==> src/mmsp_pkg.sv <==
package mmsp_pkg;

  // channel count and derived widths
  localparam int NUM_MOTORS = 4;
  localparam int MOT_W      = (NUM_MOTORS > 1) ? $clog2(NUM_MOTORS) : 1;
  localparam int OUT_N      = (NUM_MOTORS < 4) ? NUM_MOTORS : 4;

  // field widths
  localparam int MOTOR_W = 2;
  localparam int CMD_W   = 2;
  localparam int DATA_W  = 32;
  localparam int STEP_W  = 16;
  localparam int CNT_W   = $clog2(DATA_W);

  localparam logic [STEP_W-1:0] STEP_RESET = 16'd100;

  typedef enum logic [CMD_W-1:0] {
    CMD_TICK  = 2'd0,
    CMD_MOVE  = 2'd1,
    CMD_QUEUE = 2'd2,
    CMD_QUERY = 2'd3
  } cmd_e;

  typedef enum logic [2:0] {
    ST_IDLE,
    ST_DATA,
    ST_TICK,
    ST_DIV,
    ST_DONE
  } state_e;

  // one channel entry in the channel memory
  typedef struct packed {
    logic [DATA_W-1:0] remaining;
    logic [DATA_W-1:0] position;
  } chan_t;

  typedef struct packed {
    logic             en;
    logic [MOT_W-1:0] addr;
    chan_t            data;
  } mem_wr_t;

endpackage

==> src/mmsp_chan_mem.sv <==
module mmsp_chan_mem
  import mmsp_pkg::*;
(
  input  logic             clk_i,
  input  logic             rst_ni,
  input  logic             rd_en_i,
  input  logic [MOT_W-1:0] rd_addr_i,
  input  mem_wr_t          wr_i,
  output chan_t            rd_data_o
);

  chan_t                 mem_q [NUM_MOTORS];
  logic [NUM_MOTORS-1:0] vld_q;
  chan_t                 rd_data_q;
  logic                  rd_vld_q;

  // entry valid bits, an unwritten entry reads as zero
  always_ff @(posedge clk_i or negedge rst_ni) begin
    if (!rst_ni) begin
      vld_q    <= '0;
      rd_vld_q <= 1'b0;
    end else begin
      if (wr_i.en) begin
        vld_q[wr_i.addr] <= 1'b1;
      end
      if (rd_en_i) begin
        rd_vld_q <= vld_q[rd_addr_i];
      end
    end
  end

  // storage and registered read port
  always_ff @(posedge clk_i) begin
    if (wr_i.en) begin
      mem_q[wr_i.addr] <= wr_i.data;
    end
    if (rd_en_i) begin
      rd_data_q <= mem_q[rd_addr_i];
    end
  end

  assign rd_data_o = rd_vld_q ? rd_data_q : '0;

endmodule

==> src/mmsp_divider.sv <==
module mmsp_divider
  import mmsp_pkg::*;
(
  input  logic              clk_i,
  input  logic              rst_ni,
  input  logic              start_i,
  input  logic [DATA_W-1:0] dividend_i,
  input  logic [STEP_W-1:0] divisor_i,
  output logic              done_o,
  output logic [DATA_W-1:0] quotient_o
);

  logic              run_q, done_q, zero_q;
  logic [CNT_W-1:0]  cnt_q;
  logic [DATA_W-1:0] dvd_q, quo_q;
  logic [STEP_W-1:0] rem_q, dsr_q;
  logic [STEP_W:0]   shift_rem;
  logic [STEP_W:0]   diff;
  logic              fits;

  // one restoring step per cycle
  always_comb begin
    shift_rem = {rem_q, dvd_q[DATA_W-1]};
    fits      = shift_rem >= {1'b0, dsr_q};
    diff      = shift_rem - {1'b0, dsr_q};
  end

  // control
  always_ff @(posedge clk_i or negedge rst_ni) begin
    if (!rst_ni) begin
      run_q  <= 1'b0;
      done_q <= 1'b0;
      cnt_q  <= '0;
    end else begin
      done_q <= 1'b0;
      if (start_i) begin
        run_q <= 1'b1;
        cnt_q <= CNT_W'(DATA_W - 1);
      end else if (run_q) begin
        cnt_q <= cnt_q - 1'b1;
        if (cnt_q == '0) begin
          run_q  <= 1'b0;
          done_q <= 1'b1;
        end
      end
    end
  end

  // datapath
  always_ff @(posedge clk_i) begin
    if (start_i) begin
      dvd_q  <= dividend_i;
      dsr_q  <= divisor_i;
      zero_q <= (divisor_i == '0);
      rem_q  <= '0;
      quo_q  <= '0;
    end else if (run_q) begin
      dvd_q <= {dvd_q[DATA_W-2:0], 1'b0};
      quo_q <= {quo_q[DATA_W-2:0], fits};
      rem_q <= fits ? diff[STEP_W-1:0] : shift_rem[STEP_W-1:0];
    end
  end

  // a zero divisor gives a zero quotient
  assign done_o     = done_q;
  assign quotient_o = zero_q ? '0 : quo_q;

endmodule

==> src/multi_motor_step_pulse_queue_top.sv <==
// Step pulse generator for NUM_MOTORS stepper channels. Each item carries a command: a tick
// toggles the step pulse of every busy channel (a falling edge takes one step and moves the
// position by step_size), queue loads a step count and direction, move loads the distance to
// the target divided by step_size, and query only reports. Every item returns one result with
// the pulse, direction and busy bits of motors 0 to 3 and the position of the addressed motor.
// Step counts and positions live in a channel memory with a registered read; flags are in
// flip-flops. One item is in work at a time: queue and query pass through the data and done
// states, a tick sweeps the channel memory one entry per cycle, and a move waits in the divide
// state for the 32-step iterative divider. A finished result waits in the output register
// while the next item is taken. step_size is to be written through the config port only
// while the block is idle, which the block does not enforce; the port is always ready.
module multi_motor_step_pulse_queue_top
  import mmsp_pkg::*;
(
  input  logic                     clk_i,
  input  logic                     rst_ni,
  // config
  input  logic                     cfg_valid_i,
  output logic                     cfg_ready_o,
  input  logic [STEP_W-1:0]        cfg_data_i,
  // input items
  input  logic                     in_valid_i,
  output logic                     in_stall_o,
  input  logic [CMD_W-1:0]         cmd_i,
  input  logic [MOTOR_W-1:0]       motor_i,
  input  logic signed [DATA_W-1:0] target_position_i,
  input  logic [DATA_W-1:0]        step_count_i,
  input  logic                     forward_i,
  // results
  output logic                     out_valid_o,
  input  logic                     out_stall_i,
  output logic [3:0]               step_levels_o,
  output logic [3:0]               direction_bits_o,
  output logic [3:0]               busy_bits_o,
  output logic signed [DATA_W-1:0] motor_position_o
);

  localparam logic [MOT_W-1:0] LAST_IDX = MOT_W'(NUM_MOTORS - 1);

  state_e                state_q, state_d;
  cmd_e                  cmd_q;
  logic [MOTOR_W-1:0]    motor_q;
  logic                  motor_ok_q;
  logic [DATA_W-1:0]     target_q, count_q;
  logic                  fwd_q, mv_fwd_q, mv_fwd_d;
  logic [DATA_W-1:0]     pos_q, pos_d;
  logic [MOT_W-1:0]      idx_q;
  logic [NUM_MOTORS-1:0] pulse_q, pulse_d, dir_q, dir_d, busy_q, busy_d;
  logic [STEP_W-1:0]     step_size_q;
  logic                  out_valid_q;
  logic [3:0]            levels_q, dirs_q, busys_q;
  logic [DATA_W-1:0]     out_pos_q;

  logic                  in_acc, motor_ok, out_free, load_out;
  logic                  rd_en;
  logic [MOT_W-1:0]      rd_addr, maddr;
  mem_wr_t               wr;
  chan_t                 rd_data;
  logic                  div_start, div_done;
  logic [DATA_W-1:0]     div_quot, move_dist, new_rem, new_pos;
  logic                  mv_fwd;

  assign cfg_ready_o = 1'b1;
  assign in_stall_o  = (state_q != ST_IDLE);
  assign in_acc      = in_valid_i && (state_q == ST_IDLE);
  assign motor_ok    = (32'(motor_i) < NUM_MOTORS);
  assign maddr       = MOT_W'(motor_q);
  assign out_free    = !out_valid_q || !out_stall_i;

  mmsp_chan_mem u_mem (
    .clk_i     (clk_i),
    .rst_ni    (rst_ni),
    .rd_en_i   (rd_en),
    .rd_addr_i (rd_addr),
    .wr_i      (wr),
    .rd_data_o (rd_data)
  );

  mmsp_divider u_div (
    .clk_i      (clk_i),
    .rst_ni     (rst_ni),
    .start_i    (div_start),
    .dividend_i (move_dist),
    .divisor_i  (step_size_q),
    .done_o     (div_done),
    .quotient_o (div_quot)
  );

  // next state
  always_comb begin
    state_d = state_q;
    case (state_q)
      ST_IDLE: begin
        if (in_valid_i) begin
          if (cmd_e'(cmd_i) == CMD_TICK) begin
            state_d = ST_TICK;
          end else if (motor_ok) begin
            state_d = ST_DATA;
          end else begin
            state_d = ST_DONE;
          end
        end
      end
      ST_DATA: state_d = (cmd_q == CMD_MOVE) ? ST_DIV : ST_DONE;
      ST_TICK: if (idx_q == LAST_IDX) state_d = ST_DONE;
      ST_DIV:  if (div_done) state_d = ST_DONE;
      ST_DONE: if (out_free) state_d = ST_IDLE;
      default: state_d = ST_IDLE;
    endcase
  end

  // memory read, divider start and result load
  always_comb begin
    rd_en     = 1'b0;
    rd_addr   = '0;
    div_start = 1'b0;
    load_out  = 1'b0;
    case (state_q)
      ST_IDLE: begin
        rd_en   = in_acc;
        rd_addr = (cmd_e'(cmd_i) == CMD_TICK) ? '0 : MOT_W'(motor_i);
      end
      ST_DATA: div_start = (cmd_q == CMD_MOVE);
      ST_TICK: begin
        rd_en   = (idx_q != LAST_IDX);
        rd_addr = idx_q + 1'b1;
      end
      ST_DONE: load_out = out_free;
      default: ;
    endcase
  end

  // move distance toward the target
  always_comb begin
    mv_fwd    = $signed(target_q) > $signed(rd_data.position);
    move_dist = mv_fwd ? (target_q - rd_data.position) : (rd_data.position - target_q);
  end

  // channel update and memory write back
  always_comb begin
    pulse_d  = pulse_q;
    dir_d    = dir_q;
    busy_d   = busy_q;
    pos_d    = pos_q;
    mv_fwd_d = mv_fwd_q;
    wr       = '0;
    new_rem  = rd_data.remaining - 1'b1;
    new_pos  = dir_q[idx_q] ? (rd_data.position + DATA_W'(step_size_q))
                            : (rd_data.position - DATA_W'(step_size_q));
    case (state_q)
      ST_IDLE: begin
        if (in_acc) begin
          pos_d = '0;
        end
      end
      ST_DATA: begin
        pos_d    = rd_data.position;
        mv_fwd_d = mv_fwd;
        if (cmd_q == CMD_QUEUE) begin
          wr.en          = 1'b1;
          wr.addr        = maddr;
          wr.data        = '{remaining: count_q, position: rd_data.position};
          pulse_d[maddr] = 1'b0;
          busy_d[maddr]  = (count_q != '0);
          if (count_q != '0) begin
            dir_d[maddr] = fwd_q;
          end
        end
      end
      ST_TICK: begin
        if (busy_q[idx_q]) begin
          if (pulse_q[idx_q]) begin
            pulse_d[idx_q] = 1'b0;
            busy_d[idx_q]  = (new_rem != '0);
            wr.en          = 1'b1;
            wr.addr        = idx_q;
            wr.data        = '{remaining: new_rem, position: new_pos};
          end else begin
            pulse_d[idx_q] = 1'b1;
          end
        end
        // capture the addressed channel's position after its step
        if (motor_ok_q && (idx_q == maddr)) begin
          pos_d = (busy_q[idx_q] && pulse_q[idx_q]) ? new_pos : rd_data.position;
        end
      end
      ST_DIV: begin
        if (div_done) begin
          wr.en          = 1'b1;
          wr.addr        = maddr;
          wr.data        = '{remaining: div_quot, position: pos_q};
          pulse_d[maddr] = 1'b0;
          busy_d[maddr]  = (div_quot != '0);
          if (div_quot != '0) begin
            dir_d[maddr] = mv_fwd_q;
          end
        end
      end
      default: ;
    endcase
  end

  // control and flag registers
  always_ff @(posedge clk_i or negedge rst_ni) begin
    if (!rst_ni) begin
      state_q     <= ST_IDLE;
      idx_q       <= '0;
      pulse_q     <= '0;
      dir_q       <= '1;
      busy_q      <= '0;
      step_size_q <= STEP_RESET;
      out_valid_q <= 1'b0;
    end else begin
      state_q <= state_d;
      pulse_q <= pulse_d;
      dir_q   <= dir_d;
      busy_q  <= busy_d;
      if (in_acc) begin
        idx_q <= '0;
      end else if (state_q == ST_TICK) begin
        idx_q <= idx_q + 1'b1;
      end
      if (cfg_valid_i) begin
        step_size_q <= cfg_data_i;
      end
      out_valid_q <= load_out || (out_valid_q && out_stall_i);
    end
  end

  // item and result payload
  always_ff @(posedge clk_i) begin
    pos_q    <= pos_d;
    mv_fwd_q <= mv_fwd_d;
    if (in_acc) begin
      cmd_q      <= cmd_e'(cmd_i);
      motor_q    <= motor_i;
      motor_ok_q <= motor_ok;
      target_q   <= target_position_i;
      count_q    <= step_count_i;
      fwd_q      <= forward_i;
    end
    if (load_out) begin
      levels_q  <= 4'(pulse_q[OUT_N-1:0]);
      dirs_q    <= 4'(dir_q[OUT_N-1:0]);
      busys_q   <= 4'(busy_q[OUT_N-1:0]);
      out_pos_q <= pos_q;
    end
  end

  assign out_valid_o      = out_valid_q;
  assign step_levels_o    = levels_q;
  assign direction_bits_o = dirs_q;
  assign busy_bits_o      = busys_q;
  assign motor_position_o = out_pos_q;

`ifndef NO_ASSERTIONS
  // the divider only finishes while a move waits for it
  a_div_done_in_move: assert property (@(posedge clk_i) disable iff (!rst_ni)
    div_done |-> (state_q == ST_DIV))
    else $error("divider finished outside a move");

  // a high pulse only on a channel with steps left
  a_pulse_needs_busy: assert property (@(posedge clk_i) disable iff (!rst_ni)
    (pulse_q & ~busy_q) == '0)
    else $error("step pulse high on an idle channel");

  // an accepted item always takes the block out of idle before the next transfer
  a_accept_leaves_idle: assert property (@(posedge clk_i) disable iff (!rst_ni)
    (in_valid_i && !in_stall_o) |=> (state_q != ST_IDLE))
    else $error("item accepted without leaving idle");
`endif

endmodule
==> config.mk <==
export PLATFORM = sky130hd
export DESIGN_NAME = multi_motor_step_pulse_queue_top
export DESIGN_NICKNAME = d
export VERILOG_FILES = /design/src/mmsp_pkg.sv /design/src/mmsp_chan_mem.sv /design/src/mmsp_divider.sv /design/src/multi_motor_step_pulse_queue_top.sv
export SDC_FILE = /design/constraint.sdc
export NUM_CORES = 1
export LEC_CHECK = 0
export BUFFER_PORTS_ARGS = -buffer_cell sky130_fd_sc_hd__buf_4
export CAP_MARGIN = 25
export CORE_MARGIN = 5
export CORE_UTILIZATION = 45
export CTS_CLUSTER_DIAMETER = 120
export CTS_CLUSTER_SIZE = 40
export DETAILED_ROUTE_END_ITERATION = 10
export PLACE_DENSITY_LB_ADDON = 0.1
export SYNTH_ARGS = -nofsm -noshare
export SYNTH_HDL_FRONTEND = slang
export SYNTH_SLANG_ARGS = --single-unit
export TNS_END_PERCENT = 50
==> constraint.sdc <==
create_clock -name clk_i -period 7.8 [get_ports clk_i]
set_input_delay 0 -clock clk_i [delete_from_list [all_inputs] [get_ports clk_i]]
set_output_delay 0 -clock clk_i [all_outputs]
set_load 0.05 [all_outputs]
# --- Word level (Yosys, flattened, before mapping) ---
# Memory sizes are Yosys's and may differ from the RTL's. A register that Yosys moved wholly into a read port is not among the register bits.
# Index checks and enable logic that the tools add are counted.
word_totals:
  memories: 1
  elab_cells: 174
  reg_bits: 289
  mem_bits_rw: 256
classes:
  bitwise_logic: 6
  muxes: 74
  n_eq_ne: 20
  addsub: 8
  order_cmp: 9
  n_reduce_logical: 28
memory_table:
  columns: ["name", "words", "word_bits", "read_ports", "rd_clocked_by_memory_dff", "wr", "line_no", "rtl"]
  rows:
  - ["u_mem.mem_q", 4, 64, 1, 1, 1, "mmsp_chan_mem.sv:12", "chan_t mem_q [NUM_MOTORS];"]
op_table:
  columns: ["cell", "count"]
  rows:
  - ["67-bit 2-to-1 mux", 4]
  - ["32-bit 2-to-1 mux", 8]
  - ["67-bit one-hot mux with 3 select lines", 1]
  - ["32-bit one-hot mux with 3 select lines", 1]
  - ["32-bit nonzero test", 3]
  - ["64-bit 2-to-1 mux", 1]
  - ["32-bit subtractor", 2]
  - ["4-bit 2-to-1 mux", 12]
  - ["32-bit by 16-bit adder with 32-bit output", 1]
  - ["32-bit greater-than comparator", 1]
  - ["32-bit by 1-bit subtractor with 32-bit output, second input constant", 1]
  - ["32-bit by 16-bit subtractor with 32-bit output", 1]
  - ["4-bit one-hot mux with 3 select lines", 2]
  - ["2-bit != test, second input constant", 11]
  - ["4-bit bitwise mux", 5]
  - ["17-bit by 16-bit >= comparator with 1-bit output", 1]
  - ["1-bit 2-to-1 mux", 17]
  - ["16-bit logical NOT", 1]
  - ["16-bit 2-to-1 mux", 1]
  - ["16-bit subtractor", 1]
  - ["3-bit 2-to-1 mux", 5]
  - ["3-bit one-hot mux with 5 select lines", 1]
  - ["2-bit by 3-bit less-than comparator with 1-bit output, second input constant", 4]
  - ["5-bit 2-to-1 mux", 2]
  - ["30 further kinds", 58]

# --- Depth between registers and ports, before layout ---
depth:
  depth_word: 11
  ltp_mapped: 20
  mapped_depth_nobuf: 16

# --- By module ---
# From an unflattened synthesis, not the netlist that was laid out.
hier_totals:
  hier_cells: 2585
  area_unflattened_um2: 31579.0
by_module_without_submodules:
  columns: ["mod", "area_each_um2", "cells_each", "seq_area_each_um2", "n_inst"]
  rows:
  - ["multi_motor_step_pulse_queue_top", 14627.8, 1631, 5243.8, 1]
  - ["mmsp_chan_mem", 11803.8, 489, 9734.3, 1]
  - ["mmsp_divider", 5147.4, 465, 2607.5, 1]

# --- Least setup slack after synthesis ---
# OpenSTA, ideal clock, no wires.
synth_timing:
  kind: "reg2reg"
  start: "reg idx_q[0]"
  end: "mem u_mem.mem_q[2][0] in the netlist's numbering, enable pin"
  n_path_buf: 2
  setup_ps: 494
  slack_ps: 2547
  arrival_ps: 4759
  stages_incl_launch_ff: 7
  required_ps: 7306
  path_cell_list: "dfrtp_1 > clkbuf_1 > mux4_2 > and3_1 > clkbuf_1 > a22oi_1 > nor2b_1"
synth_via:
  elab_chain_len: 7
  elab_cells_between_ends: 9
synth_rtl:
  columns: ["item", "line_no", "rtl"]
  rows:
  - ["start: declaration", "multi_motor_step_pulse_queue_top.sv:47", "logic [MOT_W-1:0] idx_q;"]
  - ["start signal: assignment", "multi_motor_step_pulse_queue_top.sv:221", "idx_q <= idx_q + 1'b1;"]
  - ["1-bit binary-select mux with 2-bit select", "multi_motor_step_pulse_queue_top.sv:172", "if (pulse_q[idx_q]) begin"]
  - ["1-bit 2-to-1 mux (implied by the code)", "multi_motor_step_pulse_queue_top.sv:172", null]
  - ["67-bit 2-to-1 mux", "multi_motor_step_pulse_queue_top.sv:172", null]
  - ["67-bit 2-to-1 mux *", "multi_motor_step_pulse_queue_top.sv:171", "if (busy_q[idx_q]) begin"]
  - ["67-bit one-hot mux with 3 select lines *", "multi_motor_step_pulse_queue_top.sv:150", "case (state_q)"]
  - ["1-bit 2-to-1 mux", "mmsp_chan_mem.sv:34", "if (wr_i.en) begin"]
  - ["1-bit 2-to-1 mux (implied by the code)", "mmsp_chan_mem.sv:35", "mem_q[wr_i.addr] <= wr_i.data;"]
  - ["end: declaration", "mmsp_chan_mem.sv:12", null]
# Every way passes the cells marked *; elsewhere a longest branch is shown, timed or not. The select of a mux whose other input is x is not followed.

# --- Worst setup path after layout ---
layout_timing:
  start: "reg u_mem.rd_vld_q"
  end: "reg u_div.dvd_q[30] (data pin)"
layout_via:
  elab_chain_len: 4
  elab_cells_between_ends: 6
layout_rtl:
  columns: ["item", "line_no", "rtl"]
  rows:
  - ["start: declaration", "mmsp_chan_mem.sv:15", "logic rd_vld_q;"]
  - ["start signal: assignment", "mmsp_chan_mem.sv:27", "rd_vld_q <= vld_q[rd_addr_i];"]
  - ["64-bit 2-to-1 mux *", "mmsp_chan_mem.sv:42", "assign rd_data_o = rd_vld_q ? rd_data_q : '0;"]
  - ["32-bit subtractor / 32-bit greater-than comparator (equally long branches)", "multi_motor_step_pulse_queue_top.sv:136, multi_motor_step_pulse_queue_top.sv:135", null]
  - ["32-bit 2-to-1 mux *", "multi_motor_step_pulse_queue_top.sv:136", "move_dist = mv_fwd ? (target_q - rd_data.position) : (rd_data.position - target_q);"]
  - ["32-bit 2-to-1 mux *", "mmsp_divider.sv:51", "if (start_i) begin"]
  - ["end signal: assignment", "mmsp_divider.sv:52", "dvd_q <= dividend_i;"]
  - ["end signal: assignment", "mmsp_divider.sv:58", "dvd_q <= {dvd_q[DATA_W-2:0], 1'b0};"]
  - ["end: declaration", "mmsp_divider.sv:15", "logic [DATA_W-1:0] dvd_q, quo_q;"]
# Every way passes the cells marked *; elsewhere a longest branch is shown, timed or not.
# A chain may end at the register's enable or synchronous reset.

==> out/metrics.csv <==
stage,metric,value,unit
run_status,status,"complete, no violations",
cts,cts_sinks,609,
global_route,grt_max_degree,97,
logic_synthesis,ys_types,84,
logic_synthesis,synth_ff_type,edfxtp_1,
min_path,hold_end,count_q[31],
global_route,grt_use_total,24.7,%
final_layout,n_antenna_cell,0,
die,start_util,45.3,%
worst_setup_path,path_delay_family,compound AO/OA/AOI/OAI gates,
min_path,hp-class,in -> reg,
logic_synthesis,async_flop_share,7.55,%
worst_setup_path,startpoint_type,register,
worst_setup_path,crit_slowest_cell,dfrtp_2,
timing,hold_viol_final,0,
final_layout,layout-drive-gt1-share,9.74,%
cts,htreeDepth,1,
die,die_x,273,um
route,vias_per_cell,6.04,
worst_setup_path,r2r.worst_path.cells,13,
cts,hold_buffers,108,
logic_synthesis,synth_top_family_by_area,compound AO/OA/AOI/OAI gates,
logic_synthesis,ys_top_cells_by_area,"edfxtp_1 (50%), ha_1 (5.0%), nand2_1 (3.9%), dfrtp_1 (3.1%), dfxtp_1 (3.1%)",
place,io_buffers,135,
logic_synthesis,syn_inst,2790,
flow_run,maxCapViolCount,0,
logic_synthesis,ys_seq_area_share,56.6,%
logic_synthesis,synth-xor-area-share,2.26,%
worst_setup_path,setup.worst_path.class,reg -> reg,
logic_synthesis,syn-num-nets,3007,
timing,clock_skew,41.5,ps
timing,rsz0062_at_grt,no,
timing,post-route-period-util,74.3,%
timing,setup_tns,0,ps
min_path,hold_start,step_count_i[31],
die,dieArea,74300,sq um
die,core_region_area,68500,sq um
worst_setup_path,crit_buf_inv,2,
worst_setup_path,cp-end-kind,register,
min_path,min_path_cells,2,
place,place_area,32900,sq um
final_layout,fin_nets,3148,
global_route,grt_first_pass_wirelength,142,mm
worst_setup_path,cp.arrival,6140,ps
worst_setup_path,worstPathRequired,8140,ps
final_layout,layout_common_cells,"edfxtp_1 (515), nand2_1 (320), buf_4 (164)",
worst_setup_path,cp_cell_sequence,"nand2_1, inv_1, ha_1, nor2b_1, o31a_1, o22ai_1, o211ai_1, a31oi_1, a21o_1, inv_2, a2111oi_0, or3_1, o2111ai_1",
cts,cts_buffer_depth,3,
die,ioPinCount,137,
timing,finalSetupViolCount,0,
timing,relSlewSlack,34.7,%
worst_setup_path,crit_fanout,34,
timing,finalMaxSlewViolations,0,
cts,clk-insertion-delay-late,630,ps
global_route,grt_pass1_vias,21700,
route,drt-total-wl,95.0,mm
timing,tightest_slew,979,ps
cts,cts_resized,0,
cts,cts_made_buffers,22,
global_route,antenna_found_initial,1,
logic_synthesis,ys.warnings.count,0,
pwr,power.leakage,0.0134,uW
logic_synthesis,synth_top_cell_by_area,edfxtp_1,
logic_synthesis,synth_mux_area_share,3.55,%
route,dr.pass1.iters,6,
final_layout,layout_commonest_cell,edfxtp_1,
timing,final.min_clock_period,5800,ps
logic_synthesis,yosys.area_share.adder,5.22,%
route,drt-initial-drc-count,2192,
place,hpwl,67.7,mm
worst_setup_path,r2r-end,u_div.dvd_q[30],
global_route,grt_overflow,0,
worst_setup_path,r2r_start,u_mem.rd_vld_q,
cts,tritoncts,done,
logic_synthesis,synth_compound_area_share,16.0,%
logic_synthesis,synth_seq_cells,609,
final_layout,postLayoutCellArea,34800,sq um
logic_synthesis,synth-simple-area-share,12.8,%
cts,cts_setup_buffers,0,
worst_setup_path,max_stage_delay,960,ps
cts,cts.reportedPaths.clkPinSlew,130,ps
worst_setup_path,r2r_setup_slack,2000,ps
route,drc,0,
logic_synthesis,syn_avg_cell_area,11.1,sq um
route,via_count,23100,
final_layout,synthToLayoutAreaGrowth,12.2,%
timing,max_freq,0.173,GHz
logic_synthesis,synth_edf_count,515,
die,die_h,273,um
route,drt.antenna.violating_nets,0,
pwr,ir_drop,274,uV
place,gp_congestion,0.944,
cts,root_buffer,clkbuf_16,
logic_synthesis,synth_top_area_share,49.8,%
pwr,powerDensity,437,nW/um^2
route,wl_per_cell,24.8,um
die,rows,96,
logic_synthesis,netlist_area,31000,sq um
logic make-up (layout without fill, tap and decap cells):
kind of cell	after synthesis	after routing
AND/OR/NAND/NOR	823	823
multiplexers	103	103
adder cells (fa/ha/maj)	127	127
AO/OA/AOI/OAI	761	761
flip-flops	609	609
XOR/XNOR	80	80
other	1	1
buffers and inverters	286	443
through the flow:
stage | power, uW | worst slack [ps] | std cells | hold WS [ps] | utilization, %
floorplan | 10900 | 2550 | 2790 | -296 | -
global placement | 13400 | 2360 | 3680 | 60.2 | 48.1
detailed placement | 13400 | 2140 | 3681 | 70.1 | 48.1
CTS | 15200 | 2150 | 3829 | 44.5 | 50.9
global route | 16200 | 1740 | 3829 | 40.7 | 50.9
finish | 15200 | 2000 | 3829 | 80.6 | 50.9
state kept, by name, summed over array words and instances, names as in the netlist, 32 cells and up, named ones only:
name              flops
motor_position_o     32
u_div.quo_q          32
pos_q                32
count_q              32
u_mem.mem_q         256
u_mem.rd_data_q      64
target_q             32
u_div.dvd_q          32
where the power goes:
part           internal, uW  total [uW]  switching, uW
clock                   586        1650           1060
sequential             4660        5370            704
combinational          2870        8210           5330
worst reg2reg max path: stages, from the launching register on:
cell,delay [ps]
dfrtp_2,960
nand2_1,270
inv_1,250
ha_1,370
nor2b_1,200
o31a_1,260
o22ai_1,480
o211ai_1,210
a31oi_1,370
a21o_1,700
inv_2,510
a2111oi_0,670
or3_1,190
o2111ai_1,110
Yosys cell counts, types with 16 or more instances:
| cell | instances |
|---|---|
| dfxtp_1 | 48 |
| a21oi_1 | 139 |
| or3_1 | 23 |
| edfxtp_1 | 515 |
| mux2_2 | 26 |
| nor3_1 | 37 |
| xnor2_1 | 40 |
| a31oi_1 | 80 |
| inv_1 | 129 |
| a22oi_1 | 47 |
| clkbuf_1 | 136 |
| nor2_1 | 155 |
| and2_1 | 74 |
| nand3_1 | 30 |
| nand2b_1 | 21 |
| nand4_1 | 30 |
| a21o_1 | 59 |
| and3_1 | 16 |
| xor2_1 | 40 |
| ha_1 | 123 |
| o21ai_0 | 161 |
| mux2i_1 | 74 |
| a211oi_1 | 82 |
| nor4_1 | 31 |
| nand2_1 | 321 |
| o22ai_1 | 27 |
| o21a_1 | 23 |
| nor2b_1 | 26 |
| dfrtp_1 | 39 |
cell type report:
type,count,area [sq um]
Fill cell,6128,33600
Sequential cell,609,17600
Multi-Input combinational cell,1895,12500
Timing Repair Buffer,273,2350
Tap cell,882,1100
Clock buffer,30,584
Inverter,130,488
Clock inverter,10,206
worst max-delay path by stage:
| stage | start | to | slack, ps | cells past startpoint |
|---|---|---|---|---|
| global placement | u_mem.rd_vld_q | u_div.dvd_q[30] | 2360 | 13 |
| CTS | u_mem.rd_vld_q | u_div.dvd_q[30] | 2150 | 13 |
| finish | u_mem.rd_vld_q | u_div.dvd_q[30] | 2000 | 13 |
| detailed placement | u_mem.rd_vld_q | u_div.dvd_q[30] | 2140 | 13 |
| floorplan | idx_q[0] | u_mem.mem_q[2][0] | 2550 | 6 |
| global route | u_mem.rd_vld_q | u_div.dvd_q[30] | 1740 | 13 |
per-layer routing:
metal,track usage (%),wire (um)
met1,39.1,45800
met2,37.5,41800
met3,2.93,5920
met4,3.51,1380
met5,0,13
No activity file was read; power rests on OpenSTA's default activity.
